## src/vtqr_pkg.sv

```systemverilog
`timescale 1ns / 1ps
// ----------------------------------------------------------------------------
// vtqr_pkg: shared types and constants of the vt query responder
// Byte codes, reply selection and the fixed reply byte tables.
// ----------------------------------------------------------------------------
package vtqr_pkg;

    localparam int CAPTURE_SIZE_DEF = 64;

    localparam logic [7:0] CH_ESC      = 8'h1B;
    localparam logic [7:0] CH_BRACKET  = 8'h5B;   // '['
    localparam logic [7:0] CH_FINAL_LO = 8'h40;
    localparam logic [7:0] CH_FINAL_HI = 8'h7E;
    localparam logic [7:0] CH_SIX      = 8'h36;   // '6'
    localparam logic [7:0] CH_FIVE     = 8'h35;   // '5'
    localparam logic [7:0] CH_ZERO     = 8'h30;   // '0'
    localparam logic [7:0] CH_ONE      = 8'h31;   // '1'
    localparam logic [7:0] CH_TWO      = 8'h32;   // '2'
    localparam logic [7:0] CH_GT       = 8'h3E;   // '>'
    localparam logic [7:0] CH_QMARK    = 8'h3F;   // '?'
    localparam logic [7:0] CH_SEMI     = 8'h3B;   // ';'
    localparam logic [7:0] CH_LC_C     = 8'h63;   // 'c'
    localparam logic [7:0] CH_LC_N     = 8'h6E;   // 'n'
    localparam logic [7:0] CH_UC_R     = 8'h52;   // 'R'

    localparam int IDX_W = 4;

    typedef enum logic [1:0] {
        RSP_CPR = 2'd0,    // cursor position report
        RSP_DSR = 2'd1,    // status ok
        RSP_DA1 = 2'd2,    // primary attributes
        RSP_DA2 = 2'd3     // secondary attributes
    } rsp_code_t;

    typedef struct packed {
        logic      valid;
        rsp_code_t code;
    } reply_req_t;

    function automatic logic [IDX_W-1:0] rsp_len(input rsp_code_t code);
        logic [IDX_W-1:0] len;
        case (code)
            RSP_CPR: len = IDX_W'(6);
            RSP_DSR: len = IDX_W'(4);
            RSP_DA1: len = IDX_W'(7);
            RSP_DA2: len = IDX_W'(9);
            default: len = IDX_W'(4);
        endcase
        return len;
    endfunction

    function automatic logic [7:0] rsp_byte(input rsp_code_t code, input logic [IDX_W-1:0] idx);
        logic [7:0] b;
        b = CH_ESC;
        case (idx)
            IDX_W'(0): b = CH_ESC;
            IDX_W'(1): b = CH_BRACKET;
            IDX_W'(2):
            begin
                case (code)
                    RSP_CPR: b = CH_ONE;
                    RSP_DSR: b = CH_ZERO;
                    RSP_DA1: b = CH_QMARK;
                    RSP_DA2: b = CH_GT;
                    default: b = CH_ESC;
                endcase
            end
            IDX_W'(3):
            begin
                case (code)
                    RSP_CPR: b = CH_SEMI;
                    RSP_DSR: b = CH_LC_N;
                    RSP_DA1: b = CH_ONE;
                    RSP_DA2: b = CH_ZERO;
                    default: b = CH_ESC;
                endcase
            end
            IDX_W'(4):
            begin
                case (code)
                    RSP_CPR: b = CH_ONE;
                    RSP_DA1: b = CH_SEMI;
                    RSP_DA2: b = CH_SEMI;
                    default: b = CH_ESC;
                endcase
            end
            IDX_W'(5):
            begin
                case (code)
                    RSP_CPR: b = CH_UC_R;
                    RSP_DA1: b = CH_TWO;
                    RSP_DA2: b = CH_ZERO;
                    default: b = CH_ESC;
                endcase
            end
            IDX_W'(6):
            begin
                case (code)
                    RSP_DA1: b = CH_LC_C;
                    RSP_DA2: b = CH_SEMI;
                    default: b = CH_ESC;
                endcase
            end
            IDX_W'(7): b = CH_ZERO;
            IDX_W'(8): b = CH_LC_C;
            default:   b = CH_ESC;
        endcase
        return b;
    endfunction

endpackage

```

## src/vtqr_parser.sv

```systemverilog
`timescale 1ns / 1ps
// ----------------------------------------------------------------------------
// vtqr_parser: escape sequence parser and query matcher
// Tracks normal / escape / csi mode, keeps the capture count and the first
// two captured bytes, and raises a reply request on a recognized query.
// ----------------------------------------------------------------------------
module vtqr_parser
    import vtqr_pkg::*;
#(
    parameter int CAPTURE_SIZE = CAPTURE_SIZE_DEF
)
(
    input  logic       clk,
    input  logic       rst_n,
    input  logic       accept,
    input  logic [7:0] data_byte,
    output reply_req_t req
);

    localparam int CNT_W = $clog2(CAPTURE_SIZE);
    localparam logic [CNT_W-1:0] CNT_MAX = CNT_W'(CAPTURE_SIZE - 1);

    typedef enum logic [2:0] {
        MODE_NORMAL = 3'b001,
        MODE_ESC    = 3'b010,
        MODE_CSI    = 3'b100
    } mode_t;

    mode_t            mode_reg,   mode_next;
    logic [CNT_W-1:0] count_reg,  count_next;
    logic [7:0]       first_reg,  first_next;
    logic [7:0]       second_reg, second_next;

    logic captured;
    logic is_final;

    always_comb
    begin
        mode_next   = mode_reg;
        count_next  = count_reg;
        first_next  = first_reg;
        second_next = second_reg;
        req         = '0;
        captured    = (count_reg != CNT_MAX);
        is_final    = (data_byte >= CH_FINAL_LO) && (data_byte <= CH_FINAL_HI);

        if (accept)
        begin
            case (mode_reg)
                MODE_ESC:
                begin
                    if (data_byte == CH_BRACKET)
                    begin
                        mode_next  = MODE_CSI;
                        count_next = '0;
                    end
                    else
                    begin
                        mode_next = MODE_NORMAL;
                    end
                end
                MODE_CSI:
                begin
                    if (captured)
                    begin
                        if (count_reg == CNT_W'(0))
                        begin
                            first_next = data_byte;
                        end
                        else if (count_reg == CNT_W'(1))
                        begin
                            second_next = data_byte;
                        end
                        count_next = count_reg + CNT_W'(1);
                    end
                    if (is_final)
                    begin
                        mode_next = MODE_NORMAL;
                        // a sequence past the capture limit never matches
                        if (captured)
                        begin
                            if (count_next == CNT_W'(1))
                            begin
                                if (data_byte == CH_LC_C)
                                begin
                                    req = '{valid: 1'b1, code: RSP_DA1};
                                end
                            end
                            else if (count_next == CNT_W'(2))
                            begin
                                if (first_next == CH_SIX && data_byte == CH_LC_N)
                                begin
                                    req = '{valid: 1'b1, code: RSP_CPR};
                                end
                                else if (first_next == CH_FIVE && data_byte == CH_LC_N)
                                begin
                                    req = '{valid: 1'b1, code: RSP_DSR};
                                end
                                else if (first_next == CH_ZERO && data_byte == CH_LC_C)
                                begin
                                    req = '{valid: 1'b1, code: RSP_DA1};
                                end
                                else if (first_next == CH_GT && data_byte == CH_LC_C)
                                begin
                                    req = '{valid: 1'b1, code: RSP_DA2};
                                end
                            end
                            else if (count_next == CNT_W'(3))
                            begin
                                if (first_next == CH_GT && second_next == CH_ZERO
                                    && data_byte == CH_LC_C)
                                begin
                                    req = '{valid: 1'b1, code: RSP_DA2};
                                end
                            end
                        end
                    end
                end
                default:
                begin
                    mode_next = (data_byte == CH_ESC) ? MODE_ESC : MODE_NORMAL;
                end
            endcase
        end
    end

    always_ff @(posedge clk or negedge rst_n)
    begin
        if (!rst_n)
        begin
            mode_reg   <= MODE_NORMAL;
            count_reg  <= '0;
            first_reg  <= '0;
            second_reg <= '0;
        end
        else
        begin
            mode_reg   <= mode_next;
            count_reg  <= count_next;
            first_reg  <= first_next;
            second_reg <= second_next;
        end
    end

    // a reply request only ever comes out of csi mode
    a_req_from_csi: assert property (@(posedge clk) disable iff (!rst_n)
        req.valid |-> (accept && mode_reg == MODE_CSI && is_final))
        else $error("reply request outside csi mode");

    // a capture count past the limit is never reached
    a_count_bound: assert property (@(posedge clk) disable iff (!rst_n)
        (mode_reg == MODE_CSI && count_reg == CNT_MAX) |=> (count_reg == CNT_MAX
            || mode_reg != MODE_CSI || $past(mode_reg) == MODE_ESC))
        else $error("capture count wrapped");

    // leaving escape mode always happens on the next accepted byte
    a_esc_leaves: assert property (@(posedge clk) disable iff (!rst_n)
        (accept && mode_reg == MODE_ESC) |=> (mode_reg != MODE_ESC))
        else $error("escape mode held after a byte");

endmodule

```

## src/vtqr_emitter.sv

```systemverilog
`timescale 1ns / 1ps
// ----------------------------------------------------------------------------
// vtqr_emitter: reply sequencer and output register
// Plays out the selected reply one byte per transaction and holds the input
// side until the last byte of a reply is taken.
// ----------------------------------------------------------------------------
module vtqr_emitter
    import vtqr_pkg::*;
(
    input  logic       clk,
    input  logic       rst_n,
    input  reply_req_t req,
    input  logic       out_stall,
    output logic       out_valid,
    output logic [7:0] reply_byte,
    output logic       reply_last,
    output logic       in_stall
);

    logic             active_reg, active_next;
    rsp_code_t        code_reg,   code_next;
    logic [IDX_W-1:0] idx_reg,    idx_next;
    logic [7:0]       byte_reg,   byte_next;
    logic             last_reg,   last_next;

    logic out_take;
    logic free;

    assign out_take = active_reg && !out_stall;
    assign free     = !active_reg || (out_take && last_reg);
    assign in_stall = !free;

    assign out_valid  = active_reg;
    assign reply_byte = byte_reg;
    assign reply_last = last_reg;

    always_comb
    begin
        active_next = active_reg;
        code_next   = code_reg;
        idx_next    = idx_reg;
        byte_next   = byte_reg;
        last_next   = last_reg;
        if (free)
        begin
            active_next = req.valid;
            if (req.valid)
            begin
                code_next = req.code;
                idx_next  = '0;
                byte_next = rsp_byte(req.code, IDX_W'(0));
                last_next = 1'b0;
            end
        end
        else if (out_take)
        begin
            idx_next  = idx_reg + IDX_W'(1);
            byte_next = rsp_byte(code_reg, idx_reg + IDX_W'(1));
            last_next = (idx_reg + IDX_W'(2)) == rsp_len(code_reg);
        end
    end

    always_ff @(posedge clk or negedge rst_n)
    begin
        if (!rst_n)
        begin
            active_reg <= 1'b0;
            last_reg   <= 1'b0;
        end
        else
        begin
            active_reg <= active_next;
            last_reg   <= last_next;
        end
    end

    always_ff @(posedge clk)
    begin
        code_reg <= code_next;
        idx_reg  <= idx_next;
        byte_reg <= byte_next;
    end

    // every reply opens with an escape byte
    a_reply_opens_esc: assert property (@(posedge clk) disable iff (!rst_n)
        (active_reg && idx_reg == IDX_W'(0)) |-> (byte_reg == CH_ESC))
        else $error("reply does not open with escape");

    // the byte index stays inside the selected reply
    a_idx_bound: assert property (@(posedge clk) disable iff (!rst_n)
        active_reg |-> (idx_reg < rsp_len(code_reg)))
        else $error("reply index past reply length");

    // last flag marks exactly the final byte of the reply
    a_last_pos: assert property (@(posedge clk) disable iff (!rst_n)
        active_reg |-> (last_reg == ((idx_reg + IDX_W'(1)) == rsp_len(code_reg))))
        else $error("last flag out of place");

    // no request arrives while a reply is still draining
    a_no_overlap: assert property (@(posedge clk) disable iff (!rst_n)
        req.valid |-> free)
        else $error("reply request while busy");

endmodule

```

## src/vt_query_responder_top.sv

```systemverilog
`timescale 1ns / 1ps
// ----------------------------------------------------------------------------
// vt_query_responder_top: terminal query responder
// Watches a terminal output byte stream for device status and device
// attribute queries and emits the fixed reply sequence for each one.
// ----------------------------------------------------------------------------
//  channel  | handshake            | payload
//  ---------+----------------------+-------------------------------
//  input    | in_valid / in_stall  | data_byte[7:0], chunk_end
//  output   | out_valid / out_stall| reply_byte[7:0], reply_last
//
//  one input byte per cycle while no reply is pending
//  a recognized query starts its reply on the cycle after its final byte
//  a reply of 4 to 9 bytes drains at one byte per cycle while out_stall is low;
//  the input is stalled until the last reply byte is taken, and may be accepted in that same cycle
//  reset clears the parser to normal mode and drops any pending reply
//  chunk_end carries no state: parsing continues across chunks
// ----------------------------------------------------------------------------
module vt_query_responder_top
    import vtqr_pkg::*;
#(
    parameter int CAPTURE_SIZE = CAPTURE_SIZE_DEF
)
(
    input  logic       clk,
    input  logic       rst_n,
    input  logic       in_valid,
    output logic       in_stall,
    input  logic [7:0] data_byte,
    input  logic       chunk_end,
    output logic       out_valid,
    input  logic       out_stall,
    output logic [7:0] reply_byte,
    output logic       reply_last
);

    reply_req_t req;
    logic       accept;

    assign accept = in_valid && !in_stall;

    vtqr_parser #(
        .CAPTURE_SIZE (CAPTURE_SIZE)
    ) u_parser (
        .clk       (clk),
        .rst_n     (rst_n),
        .accept    (accept),
        .data_byte (data_byte),
        .req       (req)
    );

    vtqr_emitter u_emitter (
        .clk        (clk),
        .rst_n      (rst_n),
        .req        (req),
        .out_stall  (out_stall),
        .out_valid  (out_valid),
        .reply_byte (reply_byte),
        .reply_last (reply_last),
        .in_stall   (in_stall)
    );

    // chunk boundaries do not disturb a reply in flight
    a_chunk_no_effect: assert property (@(posedge clk) disable iff (!rst_n)
        (accept && chunk_end && out_valid && !reply_last) |-> 1'b0)
        else $error("transaction accepted while a reply is mid-sequence");

endmodule
```

## config.mk

```make
export PLATFORM = sky130hd
export DESIGN_NAME = vt_query_responder_top
export DESIGN_NICKNAME = d
export VERILOG_FILES = /design/src/vtqr_pkg.sv /design/src/vtqr_parser.sv /design/src/vtqr_emitter.sv /design/src/vt_query_responder_top.sv
export SDC_FILE = /design/constraint.sdc
export NUM_CORES = 1
export LEC_CHECK = 0
export BUFFER_PORTS_ARGS = -buffer_cell sky130_fd_sc_hd__buf_2
export CAP_MARGIN = 0
export CORE_MARGIN = 2
export CORE_UTILIZATION = 55
export CTS_CLUSTER_DIAMETER = 80
export CTS_CLUSTER_SIZE = 24
export DETAILED_ROUTE_END_ITERATION = 8
export HOLD_SLACK_MARGIN = 0.02
export PLACE_DENSITY = 0.86
export SYNTH_ARGS = -nofsm -noshare
export SYNTH_HDL_FRONTEND = slang
export SYNTH_SLANG_ARGS = --single-unit
```

## constraint.sdc

```tcl
create_clock -name clk -period 4 [get_ports clk]
set_clock_uncertainty 0.15 [all_clocks]
set_input_delay 0.4 -clock clk [delete_from_list [all_inputs] [get_ports clk]]
set_output_delay 0.4 -clock clk [all_outputs]
set_load 0.1 [all_outputs]
```

After elaboration in Yosys (flattened, before gate mapping)
Index checks and enable logic that the tools add are counted.

storage, ports and cells
  flip-flop bits (word level) = 41
  bits in latches = 0
  bits in writable memories = 0
  memory bits (read-only) = 0
  input port bits = 13
  output and inout port bits = 11
  word-level logic and storage cells = 119
  memories = 0

cells by class
  add/subtract/negate cells = 3
  multiply operators = 0
  divide/modulo/power cells = 0
  $lt $le $gt $ge = 2
  eq/ne operators = 31
  shifts and indexed selects = 0
  mux-type cells = 49
  bitwise operators = 0
  reductions and logical operators = 25

operator list
  cell                 count
  $mux 8               12
  $pmux 8 s4           2
  $pmux 8 s8           1
  $mux 3               15
  $eq 8x6->1 const B   5
  $eq 8x7->1 const B   3
  $mux 6               4
  $pmux 6 s2           2
  $pmux 7 s3           1
  $mux 4               5
  $eq 4x3->1 const B   4
  $pmux 4 s4           1
  $pmux 7 s2           1
  $eq 6x1->1 const B   2
  $eq 6x2->1 const B   2
  $logic_and 1x1->1    10
  $eq 4x2->1 const B   2
  $eq 8x5->1 const B   1
  $ge 8x7->1 const B   1
  $le 8x7->1 const B   1
  $reduce_and 2->1     4
  $add 6x1->6 const B  1
  $logic_not 6->1      1
  $ne 2x1->1 const B   3
  20 further kinds     26

Depth between registers and ports, before layout
Gate-level depths: netlist of run 1.

  depth after elaboration = 20
  gate-level depth with buffers = 8
  depth with buffers taken out = 8

Hierarchy
From an unflattened synthesis of run 1, not the netlist that was laid out.

second synthesis, totals
  cells, all modules = 276
  area, all modules = 2,707.6 sq um

by module, submodules not included
  module                  times used  cells an instance  area an instance (sq um)  seq. area each (sq um)
  vtqr_parser             1           157                1,575.3                   626.9
  vtqr_emitter            1           118                1,118.6                   440.4
  vt_query_responder_top  1           1                  13.8                      0.0

Worst setup path after synthesis of run 1
Ideal clock, no wire load.

  path kind = flip-flop to flip-flop
  start = reg u_emitter.last_reg (netlist: u_emitter.reply_last)
  end = reg u_emitter.idx_reg[0] (enable)
  library setup time = 0.380 ns
  arrival time = 3.101 ns
  required time = 3.470 ns
  setup slack = 0.369 ns
  cell stages (with the launch flop) = 7
  path buffers = 0
  period minus slack after synthesis = 3.631 ns
  cell sequence = dfrtp_1 > nand2b_1 > nand2_1 > inv_1 > nor4_2 > nand3_2 > o21ai_1

on the way
  longest elaborated chain between the ends = 6
  elaborated cells between the ends (all ways) = 7
  those cells by class = eq/ne (1); mux (1); reduce/logical (5)

ends and longest elaborated chain
  what                            RTL line                      source
  start, declared                 vtqr_emitter.sv:24            logic last_reg, last_next;
  start signal, assigned          vtqr_emitter.sv:73            last_reg <= last_next;
  $logic_and 1x1->1 (*)           vtqr_emitter.sv:30            assign free = !active_reg || (out_take && last_reg);
  $logic_or 1x1->1 (*)            vtqr_emitter.sv:30
  $logic_and 1x1->1               vt_query_responder_top.sv:40  assign accept = in_valid && !in_stall;
  $mux 3                          vtqr_parser.sv:47             if (accept)
  $ne 2x1->1 (no line)            --
  $reduce_and 2->1 (no line) (*)  --
  end signal, assigned            vtqr_emitter.sv:80            idx_reg <= idx_next;
  end, declared                   vtqr_emitter.sv:22            logic [IDX_W-1:0] idx_reg, idx_next;

Mark *: on every way between the ends. The rest lies on a longest branch, timed or not.
A chain may end at the register's enable or synchronous reset.

Worst setup path in the final report of run 1
  start = reg u_parser.count_reg[0]
  end = reg u_emitter.idx_reg[1] (enable)

on the way
  longest elaborated chain between the ends = 19
  elaborated cells between the ends (all ways) = 44
  those cells by class = add/sub (1); eq/ne (11); mux (24); reduce/logical (8)

ends and longest elaborated chain
  what                                             RTL line                                                   source
  start, declared                                  vtqr_parser.sv:30                                          logic [CNT_W-1:0] count_reg, count_next;
  start signal, assigned                           vtqr_parser.sv:139                                         count_reg <= count_next;
  $eq 6x1->1 or $logic_not 6->1 (tied branches)    vtqr_parser.sv:70, vtqr_parser.sv:66
  $mux 8 (on tied branches)                        vtqr_parser.sv:70, vtqr_parser.sv:66
  $mux 8 (on tied branches)                        vtqr_parser.sv:66, vtqr_parser.sv:64
  $mux 8 (on tied branches)                        vtqr_parser.sv:64, vtqr_parser.sv:49
  $mux 8 (on tied branches)                        vtqr_parser.sv:49, vtqr_parser.sv:47
  $mux 8 or $eq 8x6->1 (tied branches)             vtqr_parser.sv:47, vtqr_parser.sv:103, vtqr_parser.sv:110
  $eq 8x6->1 or $logic_and 1x1->1 (tied branches)  vtqr_parser.sv:110, vtqr_parser.sv:103
  $logic_and 1x1->1 or $mux 3 (tied branches)      vtqr_parser.sv:110, vtqr_parser.sv:103
  [3 not listed]                                   --
  $mux 3                                           vtqr_parser.sv:89                                          else if (count_next == CNT_W'(2))
  $mux 3                                           vtqr_parser.sv:82                                          if (count_next == CNT_W'(1))
  $mux 3 (*)                                       vtqr_parser.sv:80                                          if (captured)
  $mux 3 (*)                                       vtqr_parser.sv:76                                          if (is_final)
  $mux 3 (*)                                       vtqr_parser.sv:49                                          case (mode_reg)
  $mux 3 (*)                                       vtqr_parser.sv:47
  $ne 2x1->1 (no line) (*)                         --
  $reduce_and 2->1 (no line) (*)                   --

Mark *: on every way between the ends. The rest lies on a longest branch, timed or not. The select of a mux whose other input is x is not followed.

==> flow_metrics.tcl, run 1 <==
set metrics [dict create \
    yosysTopAreaCellShare_pct 24.2 \
    critPathLaunchType "flip-flop" \
    cts_max_level 2 \
    fp-row-count 25 \
    powerDensity_nw_per_um2 326 \
    slew_headroom_pct 39.6 \
    syn_avg_cell_area_sq_um 9.58 \
    clk_transition_reported_paths_ns 0.09 \
    status "finished, final reports clean" \
    grt_util_all_layers_pct 22.7 \
    slew_viol_final 0 \
    total_power_uw 973 \
    p_leak_nw 1.24 \
    syn_area_sq_um 2690 \
    drive_gt1_share_pct 21.5 \
    viasPerCell 6.13 \
    clkLatencyLatePin_ns 0.30 \
    fin_crit_sh_pct 75.2 \
    grt_pass1_vias 2037 \
    grt_max_degree 28 \
    place.gp.congestion 0.793 \
    max_cap_violations 0 \
    cts_buffers 5 \
    clk_path_buf_depth 2 \
    numPortBuffers 21 \
    initial_core_util_pct 57.0 \
    yosys_warnings 0 \
    grt_first_pass_wirelength_microns 9600 \
    tightestPinTransition_ns 0.897 \
    synth_nets 303 \
    ir_drop_uv 260 \
    drtAntennaViolNets 0 \
    place_hpwl_microns 4070 \
    die_h_microns 74.0 \
    synth_edf_count 13 \
    cts.sinks 40 \
    path_class "flip-flop to flip-flop" \
    via_count 2267 \
    synth_largest_area_cell "dfrtp_1" \
    final_util_pct 63.1 \
    antennaDiodeCount 0 \
    async_flop_share_pct 67.5 \
    core_area_sq_um 4720 \
    ios 24 \
    hold_viol 0 \
    drt_first_iter_violations 354 \
    hold_ws_ns 0.179 \
    max_freq_ghz 0.332 \
    die-area_sq_um 5470 \
    fin_nets 324 \
    cp.required_ns 3.85 \
    syn_to_final_growth_pct 10.7 \
    routedWlPerCell_microns 15.8 \
    cts_tree "built" \
    synth-seq-cells 40 \
    min_path_type "input port to flip-flop" \
    cts_root_buf "clkbuf_8" \
    path_max_fanout 11 \
    rsz0062_at_grt "false" \
    drtPass1Iterations 5 \
    yosysUniqueCellTypes 61 \
    grt-ovfl-total 0 \
    cts_setup_buffers 0 \
    route.detailed.drc 0 \
    yosysSeqAreaShare_pct 39.6 \
    synthFlopType "dfrtp_1" \
    synth.area.top_cells "dfrtp_1, edfxtp_1, mux2_2" \
    crit_arrival_ns 2.86 \
    setup_viol 0 \
    antenna_found_initial 0 \
    die_w_microns 74.0 \
    period_needed_ns 3.01 \
    setup_tns_ns 0 \
    syn_inst 281 \
    fill_cells 368 \
    drt-total-wl_microns 5850 \
    critical_path.endpoint_type "flip-flop" \
]
[cell usage in the layout, fill, tap and decap left out, types with 3 or more instances in the layout]
| cell | netlist | routed |
|---|---|---|
| nand2_1 | 29 | 29 |
| dfrtp_1 | 26 | 26 |
| nor2_1 | 21 | 21 |
| buf_2 | 0 | 21 |
| mux2_2 | 20 | 20 |
| a21oi_1 | 16 | 16 |
| edfxtp_1 | 13 | 13 |
| o21ai_0 | 12 | 12 |
| inv_1 | 10 | 10 |
| ha_1 | 9 | 9 |
| nand2b_1 | 7 | 7 |
| nand3_1 | 7 | 7 |
| nor4_1 | 6 | 6 |
| a31oi_1 | 6 | 6 |
| xnor2_1 | 5 | 5 |
| clkbuf_8 | 0 | 5 |
| nor3b_1 | 4 | 4 |
| o21bai_1 | 4 | 4 |
| nor3_1 | 4 | 4 |
| o22ai_1 | 4 | 4 |
| nand3b_1 | 3 | 3 |
| o21a_1 | 3 | 3 |
| nand4_1 | 3 | 3 |
| nor2b_1 | 3 | 3 |
| o21ai_1 | 3 | 3 |
| a221oi_1 | 3 | 3 |
| or3_1 | 3 | 3 |
| and3_1 | 3 | 3 |
| a41oi_1 | 3 | 3 |
[critical path, cell delays in order (launching register included)]
cell and delay [ns]:
dfrtp_1 0.47, ha_1 0.24, nand2_1 0.14, nor2_1 0.37, mux2_2 0.42, o41ai_4 0.37
nand3_2 0.18, o21ai_1 0.16, buf_4 0.21
[layer usage]
layer	vias up	track usage, %	wire length, microns
met5	-	0	0
met2	62	36.7	2880
met4	0	8.08	78
met1	1112	29.9	2640
met3	10	5.42	250
li1	1083	-	-
[synth_stat cells, types with 3 or more instances]
library cell	instances
nor2b_1	3
edfxtp_1	13
nand3_1	7
dfrtp_1	26
nand2_1	29
nor3b_1	4
and3_1	3
nor2_1	21
a31oi_1	6
nand2b_1	7
nand4_1	3
or3_1	3
o21ai_1	3
xnor2_1	5
o21a_1	3
o21ai_0	12
ha_1	9
clkbuf_1	9
nor3_1	4
nand3b_1	3
o21bai_1	4
inv_1	10
o22ai_1	4
a21oi_1	16
mux2_2	20
a41oi_1	3
nor4_1	6
a221oi_1	3
[cells by family (layout without fill, tap and decap cells)]
kind of cell / count (synthesis) / in the layout / share of synthesized area [%]
simple gates: 111 / 111 / 23.0
compound gates: 70 / 70 / 17.8
flops: 40 / 40 / 39.6
mux: 22 / 22 / 9.11
buf+inv: 20 / 42 / 2.93
fa+ha+maj: 9 / 9 / 4.18
xor+xnor: 8 / 8 / 3.16
other cells: 1 / 1 / 0.139
[stage by stage]
stage / worst slack [ns] / std cells / area [sq um]
detailed placement: 1.08 / 361 / 2860
global placement: 1.09 / 361 / 2860
global route: 0.794 / 370 / 2980
CTS: 1.03 / 370 / 2980
finish: 0.990 / 370 / 2980
floorplan: 0.369 / 281 / 2690
[where the power goes]
part / leakage [nW] / total, mW / switching (mW) / internal (mW)
logic: 0.691 / 0.161 / 0.0898 / 0.0708
clock network: 0.0583 / 0.343 / 0.155 / 0.188
registers: 0.489 / 0.470 / 0.0231 / 0.446
total: 1.24 / 0.973 / 0.268 / 0.705
[worst paths after layout]
path	startpoint	to	slack (ns)	depth (start not counted)
setup / recovery	u_parser.count_reg[0]	u_emitter.idx_reg[1]	0.99	8
hold / removal	in_valid	u_parser.mode_reg[0]	0.18	2
setup reg to reg	u_parser.count_reg[0]	u_emitter.idx_reg[1]	0.99	8
hold reg to reg	u_parser.first_reg[6]	u_parser.first_reg[6]	0.34	2
max in group asynchronous	rst_n	u_emitter.reply_last	2.82	2
min in group asynchronous	rst_n	u_parser.second_reg[7]	0.49	2
[final cells by class]
class / instances / area (sq um) / share of cell area (%)
clock inverters: 3 / 47.5 / 1.59
multi-input cells: 221 / 1550 / 51.9
clock buffers: 5 / 68.8 / 2.31
repair buffers: 24 / 130 / 4.36
flip-flops and latches: 40 / 1070 / 35.8
well taps: 67 / 83.8 / 2.81
inverters: 10 / 37.5 / 1.26
[repair_timing]
item	in CTS	in global routing
hold buffers	1	0
resized for setup	0	0
endpoints found under the hold margin	26	0
Note: power is estimated with default switching activity, not from simulation.
==> run 2, diff against run 1 <==
--- a/config.mk
+++ b/config.mk
@@ -5,15 +5,16 @@
 export SDC_FILE = /design/constraint.sdc
 export NUM_CORES = 1
 export LEC_CHECK = 0
+export ABC_AREA = 1
 export BUFFER_PORTS_ARGS = -buffer_cell sky130_fd_sc_hd__buf_2
 export CAP_MARGIN = 0
 export CORE_MARGIN = 2
-export CORE_UTILIZATION = 55
+export CORE_UTILIZATION = 54
 export CTS_CLUSTER_DIAMETER = 80
 export CTS_CLUSTER_SIZE = 24
 export DETAILED_ROUTE_END_ITERATION = 8
 export HOLD_SLACK_MARGIN = 0.02
-export PLACE_DENSITY = 0.86
+export PLACE_DENSITY = 0.87
 export SYNTH_ARGS = -nofsm -noshare
 export SYNTH_HDL_FRONTEND = slang
 export SYNTH_SLANG_ARGS = --single-unit
==> constraint.sdc (replaced) <==
create_clock -name clk -period 2.5 [get_ports clk]
set_clock_uncertainty 0.15 [all_clocks]
set_input_delay 0.25 -clock clk [delete_from_list [all_inputs] [get_ports clk]]
set_output_delay 0.25 -clock clk [all_outputs]
set_load 0.1 [all_outputs]
==> run 2 against run 1 <==
Against the previous run:
- the flow now finishes with violations (negative setup slack)
- global-route usage is 2.3 points higher
- cell area is 16% higher
- via count is 23% higher
- register-to-register slack worse by 1.1 ns
- first-iteration DRC count is 28% lower
- clock-buffer cell count stayed put
- final cell count is 39% higher
- critical path depth is 9 higher
- synthesized cell count is 39% higher
- worst hold slack worse by 0.034 ns
- area after synthesis is 3.2% higher
- critical endpoint is now u_emitter.idx_reg[2]
==> flow_metrics.tcl, run 2 <==
set metrics [dict create \
    ios 24 \
    clkLatencyLatePin_ns 0.30 \
    synth_edf_count 13 \
    r2r-end "u_emitter.idx_reg[2]" \
    critPathLaunchType "flip-flop" \
    min_to "u_parser.first_reg[4]" \
    synth-seq-cells 40 \
    slew_viol_final 0 \
    grt_util_all_layers_pct 25.0 \
    async_flop_share_pct 67.5 \
    period_needed_ns 2.63 \
    drtPass1Iterations 5 \
    yosysTopAreaCellShare_pct 23.4 \
    cts_buffers 5 \
    synth_common_cells "nand2_1, inv_1, nor2_1" \
    path_class "flip-flop to flip-flop" \
    setup_viol 14 \
    fin_crit_sh_pct 105 \
    fin_nets 466 \
    layout_common_cells "nand2_1, inv_1, nor2_1" \
    cp.required_ns 2.37 \
    critical_path.endpoint_type "flip-flop" \
    hp-start "data_byte[4]" \
    yosysSeqAreaShare_pct 38.4 \
    synth_nets 412 \
    fill_cells 379 \
    cts_tree "built" \
    synthFlopType "dfrtp_1" \
    yosys_warnings 0 \
    yosysMostFrequentCell "nand2_1" \
    dp.cells 495 \
    yosysUniqueCellTypes 34 \
    cts_max_level 2 \
    swShare_pct 31.6 \
    via_count 2790 \
    final_common_cell "nand2_1" \
    crit_arrival_ns 2.50 \
    rrSetupSlack_ns -0.13 \
    cts.sinks 40 \
    antennaDiodeCount 0 \
    power_frac_clock_pct 27.6 \
    p_int_mw 1.04 \
    initial_core_util_pct 55.1 \
    drt_first_iter_violations 254 \
    drt-total-wl_microns 7060 \
    grt-ovfl-total 0 \
    fp-row-count 26 \
    status "finished, violations left" \
    routedWlPerCell_microns 13.7 \
    viasPerCell 5.42 \
    syn_to_final_growth_pct 24.3 \
    powerDensity_nw_per_um2 438 \
    antenna_found_initial 0 \
    die_w_microns 75.7 \
    die-area_sq_um 5730 \
    syn_inst 390 \
    pwr-share-comb_pct 25.0 \
    p_seq_share_pct 47.4 \
    switchingPower_uw 478 \
    r2r_cells 17 \
    core_area_sq_um 5040 \
    r2r_start "u_parser.count_reg[1]" \
    holdPathStages 3 \
    clk_transition_reported_paths_ns 0.08 \
    max_freq_ghz 0.381 \
    place.gp.congestion 0.914 \
    total_power_mw 1.51 \
    syn_avg_cell_area_sq_um 7.12 \
    synth_largest_area_cell "dfrtp_1" \
    die_h_microns 75.7 \
    max_cap_violations 0 \
    fin_ws_ns -0.127 \
    hold_viol 0 \
    grt_first_pass_wirelength_microns 10900 \
    cts_root_buf "clkbuf_8" \
    grt_max_degree 28 \
    rsz0062_at_grt "true" \
    p_leak_nw 1.67 \
    place_hpwl_microns 4610 \
    clk_path_buf_depth 2 \
    numPortBuffers 21 \
    dpl_cell_area_sq_um 3100 \
    route.detailed.drc 0 \
    violations "negative setup slack" \
    drtAntennaViolNets 0 \
    setup_tns_ns -1.65 \
    grt_pass1_vias 2611 \
    slew_headroom_pct 59.0 \
    min_path_type "input port to flip-flop" \
    hold_ws_ns 0.145 \
    fin_cells 515 \
    ir_drop_uv 293 \
    final_design_area_no_fill_sq_um 3450 \
    synth.area.top_cells "dfrtp_1, nand2_1, edfxtp_1" \
    syn_area_sq_um 2780 \
    path_max_fanout 6 \
    tightestPinTransition_ns 0.615 \
    drive_gt1_share_pct 27.2 \
]
## run 2: cell types whose count changed after synthesis, moves of 11 or more
cell     delta
mux2_2     -20
a21oi_1    -12
inv_1      +49
nor2_1     +24
nand2_1    +85
o21ai_0    +11
## run 2: worst max path at each step
stage,from,endpoint,cells past startpoint
after global placement,u_parser.count_reg[1],u_emitter.reply_byte[1],17
final,u_parser.count_reg[1],u_emitter.idx_reg[2],17
after floorplan,u_parser.count_reg[0],u_emitter.idx_reg[0],17
after CTS,u_parser.count_reg[0],u_emitter.idx_reg[0],17
after global routing,u_parser.count_reg[3],u_emitter.idx_reg[2],14
after detailed placement,u_parser.count_reg[1],u_emitter.reply_byte[4],17
## run 2: worst max-delay path, stage by stage (launching register included)
cell and delay, ns:
dfrtp_1 0.41, inv_2 0.14, ha_4 0.17, inv_2 0.04, nor2_4 0.09, nand3_2 0.10
buf_6 0.16, o21ai_2 0.12, nand2_1 0.08, nor2_1 0.15, nand2_1 0.09, nor2_2 0.12
nand2_1 0.07, nand2_2 0.08, nand3_2 0.07, nand2_2 0.08, nand2_4 0.09, nand2_4 0.12
## run 2: cells by family (layout without fill, tap and decap cells)
| logic type | after synthesis | count (layout) | share of synthesized area, % |
|---|---|---|---|
| AO/OA/AOI/OAI | 46 | 46 | 9.64 |
| XOR/XNOR | 6 | 6 | 1.89 |
| adder cells (fa/ha/maj) | 9 | 9 | 4.05 |
| buffers and inverters | 70 | 124 | 10.4 |
| flip-flops | 40 | 40 | 38.4 |
| other | 1 | 1 | 0.135 |
| AND/OR/NAND/NOR | 218 | 219 | 35.4 |
## run 2: stage by stage
| stage | setup slack [ns] | util [%] |
|---|---|---|
| 2_1_floorplan | 0.0135 | - |
| 3_3_place_gp | -0.00951 | 61.4 |
| 3_5_place_dp | -0.0838 | 61.4 |
| 4_1_cts | 0.00199 | 65.4 |
| 5_1_grt | -0.221 | 68.5 |
| 6_report | -0.127 | 68.5 |
## run 2: cell type report
class	count	area (sq um)	area share, %
clock buffer	5	68.8	1.99
clock inverter	3	13.8	0.399
inverter	60	229	6.63
multi-input combinational	281	1590	46.1
sequential	40	1070	31.0
tap	70	87.6	2.54
timing repair buffer	56	393	11.4
## run 2: layer usage
layer | wire length (microns) | up-vias | track usage (%) | share of wire, %
li1 | - | 1363 | - | -
met2 | 3530 | 83 | 44.6 | 50
met4 | 255 | 0 | 9.16 | 3.6
met5 | 0 | - | 0 | 0
met3 | 313 | 23 | 5.16 | 4.4
met1 | 2960 | 1321 | 29.6 | 42
## run 2: timing repair
item / 4_1_cts / 5_1_grt
buffers inserted: 5 / 5
gates resized for setup: 19 / 35
hold buffers: 1 / 0
setup endpoints to repair: 15 / 21
pin swaps: 6 / 16
gates cloned: 1 / 0
hold endpoints to repair: 26 / 0
## run 2: power groups by stage
| stage | Clock (mW) | Sequential (mW) | Combinational [mW] |
|---|---|---|---|
| floorplan | 0 | 0.726 | 0.202 |
| global placement | 0 | 0.725 | 0.285 |
| detailed placement | 0 | 0.726 | 0.292 |
| CTS | 0.426 | 0.716 | 0.327 |
| global route | 0.444 | 0.720 | 0.412 |
| finish | 0.418 | 0.718 | 0.378 |
